## src/rtl/lrs_pkg.sv

```systemverilog
// Package for the longest repeating subsequence block.
// Holds sizing constants, the sequencer state type and the result saturation function.
// No dependencies.
package lrs_pkg;

    // Longest string that is stored; later bytes are dropped.
    localparam int MAX_LEN = 256;

    localparam int ADDR_W = $clog2(MAX_LEN);       // byte / column / row index
    localparam int CNT_W  = $clog2(MAX_LEN + 1);   // byte count, can hold MAX_LEN
    localparam int VAL_W  = $clog2(MAX_LEN);       // table cell, at most MAX_LEN - 1
    localparam int CHAR_W = 8;
    localparam int LEN_W  = 8;

    typedef enum logic [2:0] {
        ST_IDLE,
        ST_ROW_SETUP,
        ST_ROW_LOAD,
        ST_RUN,
        ST_DRAIN,
        ST_DONE
    } lrs_state_t;

    // Clamp a table value to the 8-bit result field.
    function automatic logic [LEN_W-1:0] sat_len(input logic [VAL_W-1:0] v);
        logic [31:0] wide;
        wide = 32'(v);
        if (wide > 32'd255)
        begin
            sat_len = '1;
        end
        else
        begin
            sat_len = wide[LEN_W-1:0];
        end
    endfunction

endpackage

```

## src/rtl/lrs_ram.sv

```systemverilog
// Generic single-clock RAM: one write port, one read port with registered read data.
// No dependencies.
module lrs_ram #(
    parameter int WIDTH = 8,
    parameter int DEPTH = 256
) (
    input  logic                     clk,
    input  logic                     wr_en,
    input  logic [$clog2(DEPTH)-1:0] wr_addr,
    input  logic [WIDTH-1:0]         wr_data,
    input  logic [$clog2(DEPTH)-1:0] rd_addr,
    output logic [WIDTH-1:0]         rd_data
);

    logic [WIDTH-1:0] mem [DEPTH];

    always_ff @(posedge clk)
    begin
        if (wr_en)
        begin
            mem[wr_addr] <= wr_data;
        end
        rd_data <= mem[rd_addr];
    end

endmodule

```

## src/rtl/longest_repeating_subsequence_top.sv

```systemverilog
// Longest repeating subsequence. A non-final byte is taken without holding off the input.
// The final byte starts a table run over n rows of n cells, n the stored length; each row
// passes through row setup and row load, then computes one cell per cycle; the run ends
// with a drain step and a done state, held while an earlier result is still stalled.
// Reset (rst_n, async, active low) clears the sequencer, byte count, overflow flag and output
// valid; the RAMs are not cleared: the byte store is read only below the count, and the first
// row treats the previous row as all zeros, so no clearing pass is needed.
module longest_repeating_subsequence_top
    import lrs_pkg::*;
(
    input  logic              clk,
    input  logic              rst_n,
    // input channel
    input  logic              in_valid,
    output logic              in_stall,
    input  logic [CHAR_W-1:0] char_in,
    input  logic              last,
    // output channel
    output logic              out_valid,
    input  logic              out_stall,
    output logic [LEN_W-1:0]  repeat_length,
    output logic              overflow
);

    // Sequencer
    lrs_state_t state_reg, state_next;

    // Load side
    logic [CNT_W-1:0]  count_reg;
    logic              ovf_reg;       // bytes dropped in the string being loaded
    logic              run_ovf_reg;   // overflow flag of the string under evaluation
    logic [ADDR_W-1:0] last_idx_reg;  // n - 1 for the run

    // Table walk: issue stage
    logic [ADDR_W-1:0] row_reg;
    logic [ADDR_W-1:0] col_reg;
    logic [CHAR_W-1:0] ci_reg;        // byte of the current row

    // Table walk: compute stage, registered alongside the RAM read data
    logic              s2_valid_reg;
    logic [ADDR_W-1:0] s2_col_reg;
    logic [ADDR_W-1:0] s2_row_reg;
    logic [VAL_W-1:0]  left_reg;      // cell just computed in this row
    logic [VAL_W-1:0]  diag_reg;      // previous row, one column back

    // Output register
    logic              out_valid_reg;
    logic [LEN_W-1:0]  out_len_reg;
    logic              out_ovf_reg;

    // RAM hookup
    logic              byte_wr_en;
    logic [ADDR_W-1:0] byte_addr;
    logic [CHAR_W-1:0] byte_rdata;
    logic [VAL_W-1:0]  row_rdata;

    logic              in_acc;
    logic              full;
    logic              out_free;

    // Compute stage values
    logic [VAL_W-1:0]  up_val;
    logic [VAL_W-1:0]  left_val;
    logic [VAL_W-1:0]  diag_val;
    logic              cell_match;
    logic [VAL_W-1:0]  cell_val;

    assign in_acc   = in_valid && !in_stall;
    assign full     = (count_reg == CNT_W'(MAX_LEN));
    assign out_free = !out_valid_reg || !out_stall;

    // Byte store: written while loading, read by the sequencer during the run.
    lrs_ram #(
        .WIDTH (CHAR_W),
        .DEPTH (MAX_LEN)
    ) u_byte_ram (
        .clk     (clk),
        .wr_en   (byte_wr_en),
        .wr_addr (byte_addr),
        .wr_data (char_in),
        .rd_addr (byte_addr),
        .rd_data (byte_rdata)
    );

    // Table row: read at the issue column, written back from the compute stage.
    lrs_ram #(
        .WIDTH (VAL_W),
        .DEPTH (MAX_LEN)
    ) u_row_ram (
        .clk     (clk),
        .wr_en   (s2_valid_reg),
        .wr_addr (s2_col_reg),
        .wr_data (cell_val),
        .rd_addr (col_reg),
        .rd_data (row_rdata)
    );

    // Next state
    always_comb
    begin
        state_next = state_reg;
        case (state_reg)
            ST_IDLE:
            begin
                if (in_acc && last)
                begin
                    state_next = ST_ROW_SETUP;
                end
            end
            ST_ROW_SETUP:
            begin
                state_next = ST_ROW_LOAD;
            end
            ST_ROW_LOAD:
            begin
                state_next = ST_RUN;
            end
            ST_RUN:
            begin
                if (col_reg == last_idx_reg)
                begin
                    state_next = (row_reg == last_idx_reg) ? ST_DRAIN : ST_ROW_SETUP;
                end
            end
            ST_DRAIN:
            begin
                state_next = ST_DONE;
            end
            ST_DONE:
            begin
                if (out_free)
                begin
                    state_next = ST_IDLE;
                end
            end
            default:
            begin
                state_next = ST_IDLE;
            end
        endcase
    end

    // Control outputs: handshake and byte RAM port
    always_comb
    begin
        in_stall   = 1'b1;
        byte_wr_en = 1'b0;
        byte_addr  = col_reg;
        case (state_reg)
            ST_IDLE:
            begin
                // Store the byte at the count; a full store drops it.
                in_stall   = 1'b0;
                byte_wr_en = in_valid && !full;
                byte_addr  = count_reg[ADDR_W-1:0];
            end
            ST_ROW_SETUP:
            begin
                // Fetch the row's own byte.
                byte_addr = row_reg;
            end
            default:
            begin
                byte_addr = col_reg;
            end
        endcase
    end

    // Cell update. The first row sees an all-zero previous row, and column zero sees zero
    // to its left and on its diagonal.
    always_comb
    begin
        up_val     = (s2_row_reg == '0) ? '0 : row_rdata;
        left_val   = (s2_col_reg == '0) ? '0 : left_reg;
        diag_val   = (s2_col_reg == '0) ? '0 : diag_reg;
        cell_match = (ci_reg == byte_rdata) && (s2_row_reg != s2_col_reg);
        if (cell_match)
        begin
            cell_val = diag_val + VAL_W'(1);
        end
        else
        begin
            cell_val = (up_val > left_val) ? up_val : left_val;
        end
    end

    always_ff @(posedge clk or negedge rst_n)
    begin
        if (!rst_n)
        begin
            state_reg     <= ST_IDLE;
            count_reg     <= '0;
            ovf_reg       <= 1'b0;
            s2_valid_reg  <= 1'b0;
            out_valid_reg <= 1'b0;
        end
        else
        begin
            state_reg    <= state_next;
            s2_valid_reg <= (state_reg == ST_RUN);

            // Load: advance the count or flag the dropped byte; the final byte hands the
            // string over to the run and resets the load side at once.
            if (in_acc)
            begin
                if (last)
                begin
                    count_reg <= '0;
                    ovf_reg   <= 1'b0;
                end
                else if (full)
                begin
                    ovf_reg <= 1'b1;
                end
                else
                begin
                    count_reg <= count_reg + CNT_W'(1);
                end
            end

            // Output register: load when the run is done, else drop on a taken transaction.
            if (state_reg == ST_DONE && out_free)
            begin
                out_valid_reg <= 1'b1;
            end
            else if (out_valid_reg && !out_stall)
            begin
                out_valid_reg <= 1'b0;
            end
        end
    end

    // Datapath registers, no reset needed
    always_ff @(posedge clk)
    begin
        if (in_acc && last)
        begin
            run_ovf_reg  <= ovf_reg || full;
            last_idx_reg <= full ? ADDR_W'(MAX_LEN - 1) : count_reg[ADDR_W-1:0];
            row_reg      <= '0;
        end

        if (state_reg == ST_ROW_LOAD)
        begin
            ci_reg  <= byte_rdata;
            col_reg <= '0;
        end

        if (state_reg == ST_RUN)
        begin
            col_reg <= col_reg + ADDR_W'(1);
            if (col_reg == last_idx_reg && row_reg != last_idx_reg)
            begin
                row_reg <= row_reg + ADDR_W'(1);
            end
        end

        s2_col_reg <= col_reg;
        s2_row_reg <= row_reg;

        if (s2_valid_reg)
        begin
            left_reg <= cell_val;
            diag_reg <= up_val;
        end

        // The last cell of the last row is the corner value.
        if (state_reg == ST_DONE && out_free)
        begin
            out_len_reg <= sat_len(left_reg);
            out_ovf_reg <= run_ovf_reg;
        end
    end

    assign out_valid     = out_valid_reg;
    assign repeat_length = out_len_reg;
    assign overflow      = out_ovf_reg;

endmodule

```

## config.mk

```make
export PLATFORM = sky130hd
export DESIGN_NAME = longest_repeating_subsequence_top
export DESIGN_NICKNAME = d
export VERILOG_FILES = /design/src/rtl/lrs_pkg.sv /design/src/rtl/lrs_ram.sv /design/src/rtl/longest_repeating_subsequence_top.sv
export SDC_FILE = /design/constraint.sdc
export NUM_CORES = 2
export LEC_CHECK = 0
export BUFFER_PORTS_ARGS = -buffer_cell sky130_fd_sc_hd__buf_2
export CAP_MARGIN = 20
export CORE_MARGIN = 5
export CORE_UTILIZATION = 50
export DETAILED_ROUTE_END_ITERATION = 16
export PLACE_DENSITY = 0.68
export SETUP_SLACK_MARGIN = 0.1
export SLEW_MARGIN = 0
export SYNTH_ARGS = -nofsm -noshare
export SYNTH_HDL_FRONTEND = slang
export SYNTH_SLANG_ARGS = --single-unit
export TNS_END_PERCENT = 30
```

## constraint.sdc

```tcl
create_clock -name clk -period 22.6 [get_ports clk]
set_clock_uncertainty 0.05 [all_clocks]
set_input_delay 4.52 -clock clk [delete_from_list [all_inputs] [get_ports clk]]
set_output_delay 4.52 -clock clk [all_outputs]
set_load 0.05 [all_outputs]
```

=== Yosys cells after proc, flatten, opt, wreduce, memory -nomap -nowiden ===
Memory sizes are Yosys's and may differ from the RTL's. A register that Yosys moved wholly into a read port is not among the register bits.
Index checks and enable logic that the tools add are counted.

* $mul: 0
* $add $sub $neg: 4
* Bitwise gates (word level): 0
* Shifts and indexed selects: 0
* Reduce and logical (&&, ||, !) cells: 21
* Order comparisons: 1
* Divide/modulo/power cells: 0
* Eq/ne operators: 15
* Mux-type cells: 28

{| class="wikitable"
|+ Operators by type and width
! operator !! count
|-
| 8-bit two-way mux || 10
|-
| 8-bit by 1-bit adder with 8-bit output, second input constant || 3
|-
| 8-bit equality test || 3
|-
| 9-bit two-way mux || 2
|-
| 3-bit one-hot mux with 6 select lines || 1
|-
| 8-bit zero test || 2
|-
| 8-bit != test || 2
|-
| 8-bit one-hot mux with 2 select lines || 1
|-
| 3-bit two-way mux || 4
|-
| 1-bit two-way mux || 10
|-
| 9-bit by 1-bit adder with 9-bit output, second input constant || 1
|-
| 9-bit equality test, second input constant || 1
|-
| 8-bit > comparator || 1
|-
| 1-bit logical AND || 7
|-
| 3-bit by 2-bit equality test with 1-bit output, second input constant || 2
|-
| 3-bit equality test, second input constant || 2
|-
| 2-bit nonzero test || 3
|-
| 2-bit by 1-bit != test with 1-bit output, second input constant || 2
|-
| 2-bit != test, second input constant || 2
|-
| 2-bit AND reduction || 2
|-
| 3-bit by 1-bit equality test with 1-bit output, second input constant || 1
|-
| 1-bit zero test || 3
|-
| 3-bit zero test || 1
|-
| 3-bit AND reduction || 1
|-
| 1-bit logical OR || 2
|}

* Memories kept: 2
* Latch bits: 0
* Bits in read-only memories: 0
* Memory bits (writable): 4096
* Bits in registers: 89

{| class="wikitable"
|+ Memories
! memory !! words !! bits a word !! read ports !! clocked after Yosys merged registers in !! write ports !! RTL line !! RTL
|-
| u_byte_ram.mem || 256 || 8 || 1 || 1 || 1 || lrs_ram.sv:15 || <nowiki>logic [WIDTH-1:0] mem [DEPTH];</nowiki>
|-
| u_row_ram.mem || 256 || 8 || 1 || 1 || 1 || lrs_ram.sv:15 ||
|}

=== Logic depth before layout (Yosys ltp) ===
* Word-level depth: 6
* Depth in mapped cells: 14
* Mapped depth without buffers: 12

=== Hierarchy ===
Synthesis repeated with hierarchy kept, for this count alone.

* Cell total of the unflattened synthesis: 7863
* Area total of the unflattened synthesis: 163505.6 sq um

{| class="wikitable"
|+ Modules (own cells, without submodules)
! module !! instances !! area an instance (sq um) !! seq. area each (sq um) !! cells each
|-
| lrs_ram || 2 || 79556.3 || 61659.1 || 3733
|-
| longest_repeating_subsequence_top || 1 || 4393.0 || 2357.3 || 397
|}

=== Worst setup path after synthesis ===
No wires, ideal clock.

* Path type: reg-to-reg
* From: register s2_col_reg[4]
* To: register left_reg[0] (data pin)
* Setup time: 1.736 ns
* Setup slack: 10.643 ns
* Arrival time: 10.170 ns
* Path buffers: 2
* Clock period less this slack: 11.957 ns
* Stages on the path, launching flop included: 15
* Path through: dfxtp_1 > clkbuf_1 > nor2_1 > nand4_1 > and2_1 > ha_1 > nor2b_1 > o21a_1 > o21ai_0 > nand2b_1 > a21oi_1 > o21ai_1 > clkbuf_1 > nand3_1 > a31oi_1

* Word-level cells in the longest chain between the ends: 5
* Elaborated cells between the ends (all ways): 9
* Classes of those cells: add/sub (1); order compare (1); eq/ne (1); mux (4); reduce/logical (2)

{| class="wikitable"
|+ RTL lines
! what !! RTL line !! RTL
|-
| start, declared || longest_repeating_subsequence_top.sv:41 || <nowiki>logic [ADDR_W-1:0] s2_col_reg;</nowiki>
|-
| start signal, assigned || longest_repeating_subsequence_top.sv:258 || <nowiki>s2_col_reg <= col_reg;</nowiki>
|-
| 8-bit zero test || longest_repeating_subsequence_top.sv:174, longest_repeating_subsequence_top.sv:175 ||
|-
| 8-bit two-way mux || longest_repeating_subsequence_top.sv:174 || <nowiki>left_val = (s2_col_reg == '0) ? '0 : left_reg;</nowiki>
|-
| 8-bit > comparator || longest_repeating_subsequence_top.sv:183 || <nowiki>cell_val = (up_val > left_val) ? up_val : left_val;</nowiki>
|-
| 8-bit two-way mux || longest_repeating_subsequence_top.sv:183 ||
|-
| 8-bit two-way mux (*) || longest_repeating_subsequence_top.sv:177 || <nowiki>if (cell_match)</nowiki>
|-
| named net cell_val[0] || longest_repeating_subsequence_top.sv:66 || <nowiki>logic [VAL_W-1:0] cell_val;</nowiki>
|-
| end signal, assigned || longest_repeating_subsequence_top.sv:263 || <nowiki>left_reg <= cell_val;</nowiki>
|-
| end, declared || longest_repeating_subsequence_top.sv:43 || <nowiki>logic [VAL_W-1:0] left_reg;</nowiki>
|}

Mark *: on every way through the listed nets, which the timed path passes. The rest lies on a longest branch.
A chain may end at the register's enable or synchronous reset.

=== Worst setup path in the final report ===
* From: register state_reg[2]
* To: output in_stall

* Word-level cells in the longest chain between the ends: 2

{| class="wikitable"
|+ RTL lines
! what !! RTL line !! RTL
|-
| start, declared || longest_repeating_subsequence_top.sv:26 || <nowiki>lrs_state_t state_reg, state_next;</nowiki>
|-
| start signal, assigned || longest_repeating_subsequence_top.sv:199 || <nowiki>state_reg <= state_next;</nowiki>
|-
| 3-bit zero test || longest_repeating_subsequence_top.sv:149 || <nowiki>case (state_reg)</nowiki>
|-
| 1-bit two-way mux || longest_repeating_subsequence_top.sv:149 ||
|-
| end, declared || longest_repeating_subsequence_top.sv:15 || <nowiki>output logic in_stall,</nowiki>
|}

No other way between the ends.

==> results.cfg <==
[power]
max-vdd-ir-drop_v = 0.000251
reg_power_share_pct = 41.3
pwr-share-comb_pct = 32.0
clock_network_fraction_of_total_power_pct = 26.7
power_density_nw_per_um2 = 137
p_leak_nw = 59.2
power.internal_mw = 16.8
totalPowerFinal_mw = 25.1
netSwitchingPower_mw = 8.38
power.share.switching_pct = 33.3

[logic_synthesis]
yosys_warnings = 0
synthTopCellsByCount = sky130_fd_sc_hd__edfxtp_1, sky130_fd_sc_hd__nand2_1, sky130_fd_sc_hd__mux2i_1
syn_area_per_cell_um2 = 18.4
synthCells = 8960
post_synth_main_area_contributors = sky130_fd_sc_hd__edfxtp_1, sky130_fd_sc_hd__mux4_2, sky130_fd_sc_hd__mux2i_1
yosys.area.top_type = sky130_fd_sc_hd__edfxtp_1
yosys_register_bits = 4201
synth_cell_type_count = 61
library_cell_with_the_highest_instance_count_after_synthesis = sky130_fd_sc_hd__edfxtp_1
synth.top_cell.area_share_pct = 75.5
synth_enable_flop_cells = 4146
ys_seq_area_share_pct = 76.2
synthesis.area_um2 = 165000
synthArstFlopShare_pct = 0.357
synthFlopType = sky130_fd_sc_hd__edfxtp_1
synthesized_netlist_net_count = 8986

[timing]
hold-worst-slack_ps = 379
final.min_clock_period_ps = 7120
timing.final.setup_violations = 0
grt_setup_unrepaired = false
postLayoutSetupSlackWorst_ps = 15480
max_clock_freq_ghz = 0.140
period_share_pct = 31.5
worst_slew_pin_slew_ps = 1360
timing.final.hold_violations = 0
final-max-slew-violation-count = 0
setup_total_negative_slack_ps = 0
remaining_max_slew_budget_at_the_tightest_pin_pct = 9.12

[worst_setup_path]
worstReg2RegStart = state_reg[0]$_DFFE_PN0P_
worst-path-max-fanout = 13
crit_path_cell_trace = nor2_1 > nand2_1 > buf_2
reg2reg_to = u_byte_ram.rd_data[6]$_DFF_P_
worst_path_dominant_cell_family = simple AND/OR/NAND/NOR gates
worst_ep_required_time_ps = 18030
cp_num_buf_inv = 1
slowest_stage = sky130_fd_sc_hd__nor2_1
timing.reg2reg.worst_path_depth = 12
r2r_slack_ps = 15590
end_kind = primary output
cp_data_arrival_time_ps = 2550
crit_type = reg -> out
timing.critical_path.from_type = register
critPathMaxStageDelay_ps = 510

[clock_network]
clock_insertion_delay_at_the_later_pin_of_the_skew_report_ps = 910
cts_root_buffer = sky130_fd_sc_hd__clkbuf_16
cts_hold_buffers = 0
cts_setup_buffers = 0
cts.clk_slew.worst_paths_ps = 70
cts_buffers = 404
cts_max_level = 5
clock_tree_from_tritoncts = yes
cts.path.max_buffers = 4
cts.repair.resized = 0
cts_sinks = 4201

[drt]
total_length_of_routed_wires_mm = 403
route.vias.total = 85400
avgRoutedWirePerCell_um = 29.4
dr.first_iter.drc_count = 11500
detail_route.vias_per_cell = 6.23
remaining_drc_errors = 0
number_of_optimization_iterations_in_the_first_detailed_route_pass = 7
antenna_violating_nets_post_route = 0

[job]
max_cap_viol_count = 0

[final_layout]
final.fill_count = 24400
layout.cell_area.non_filler_um2 = 183000
final_cells = 13700
design.final.nets = 9030
flow.area_growth_from_synthesis_pct = 11.0
fin_util_pct = 55.6
layout-drive-gt1-share_pct = 15.9

[placed_design]
detailed_place.area_um2 = 170000
buffer_ports.inserted = 23
hpwl_mm = 240
detailedPlace.worstSlack_ps = 14740
place.gp.congestion = 0.877
placed_cells = 13000

[grt]
vias_in_the_first_global_route = 84600
grtUsageTotal_pct = 23.1
wire_length_of_the_first_global_routing_pass_mm = 582
overflow = 0
antenna_found_initial = 20
grt_max_degree = 201

[min_path]
hold-path-cell-count = 0
whs_endpoint = overflow$_DFFE_PP_
hp-class = reg -> reg
min-delay-start = run_ovf_reg$_DFFE_PP_

[floorplan]
ios = 24
row_count = 211
fp.dieArea_um2 = 342000
initial_util_pct = 50.1
core-area_um2 = 329000
die_height_um = 584
dieWidth_um = 584

[run_status]
status = finished, final reports clean
[cell usage in the layout (no fill, tap or decap), types with 18 or more instances in the layout]
master / count
sky130_fd_sc_hd__clkbuf_1: 68
sky130_fd_sc_hd__clkinvlp_4: 18
sky130_fd_sc_hd__mux4_2: 672
sky130_fd_sc_hd__clkinv_1: 91
sky130_fd_sc_hd__nand3_1: 337
sky130_fd_sc_hd__xor2_1: 30
sky130_fd_sc_hd__xnor2_1: 21
sky130_fd_sc_hd__nor2_1: 571
sky130_fd_sc_hd__buf_4: 150
sky130_fd_sc_hd__o211a_1: 33
sky130_fd_sc_hd__mux2i_1: 769
sky130_fd_sc_hd__dfxtp_1: 40
sky130_fd_sc_hd__a211oi_1: 23
sky130_fd_sc_hd__bufinv_16: 47
sky130_fd_sc_hd__a22oi_1: 120
sky130_fd_sc_hd__clkbuf_16: 413
sky130_fd_sc_hd__o22ai_1: 24
sky130_fd_sc_hd__a21oi_1: 107
sky130_fd_sc_hd__edfxtp_1: 4146
sky130_fd_sc_hd__nand2_1: 976
sky130_fd_sc_hd__a32oi_1: 104
sky130_fd_sc_hd__clkinv_2: 71
sky130_fd_sc_hd__and4_1: 41
sky130_fd_sc_hd__a31oi_1: 25
sky130_fd_sc_hd__nand4_1: 49
sky130_fd_sc_hd__o2111ai_1: 72
[cells by family after synthesis]
family,count (synthesis),synth area share [%]
xor gates and xnor gates,51,0.271
DFF,4201,76.2
muxes,1442,13.8
and+or+nand+nor,2070,5.30
buffers and inverters,564,1.48
adders and majority gates,13,0.0986
AOI/OAI and AO/OA,619,2.83
[area by class of cell]
cell class                 count  area, um^2  share of cell area, %
clock inverter               249        2500                   1.37
antenna                        8        20.0                 0.0109
clock buffer                 481       10600                   5.78
multi-input combinational   4195       37100                   20.3
sequential                  4201      126000                   68.6
inverter                      11        41.3                 0.0225
tap                         4366        5460                   2.98
timing repair buffer         191        1710                  0.932
[per-layer routing]
metal  vias up  share of wire, %  track usage [%]
li1      35900                 -                -
met1     43900                38             31.7
met2      4673                48             37.5
met3       877               8.7             3.63
met5         -            0.0067                0
met4         4               4.6             9.36
[worst max path at each step]
stage                             start                          endpoint  slack, ps  cells after the start
4_1_cts        state_reg[2]$_DFFE_PN0P_                          in_stall      15440                      3
6_report       state_reg[2]$_DFFE_PN0P_                          in_stall      15480                      3
5_1_grt        state_reg[0]$_DFFE_PN0P_     u_byte_ram.rd_data[6]$_DFF_P_      15330                     12
3_5_place_dp                   in_valid  u_byte_ram.mem[194][6]$_DFFE_PP_      14740                      8
2_1_floorplan     s2_col_reg[4]$_DFF_P_             left_reg[0]$_DFFE_PP_      10640                     14
3_3_place_gp                   in_valid  u_byte_ram.mem[146][0]$_DFFE_PP_      14710                      8
[power by group through the flow]
stage          clock network, mW  logic (mW)  registers (mW)
5_1_grt                     7.14        8.45            10.4
4_1_cts                     6.78        7.98            10.4
3_5_place_dp                   0        7.96            10.6
6_report                    6.70        8.05            10.4
3_3_place_gp                   0        7.75            10.5
2_1_floorplan                  0        4.95            11.3
Note: power is estimated with default switching activity, not from simulation.
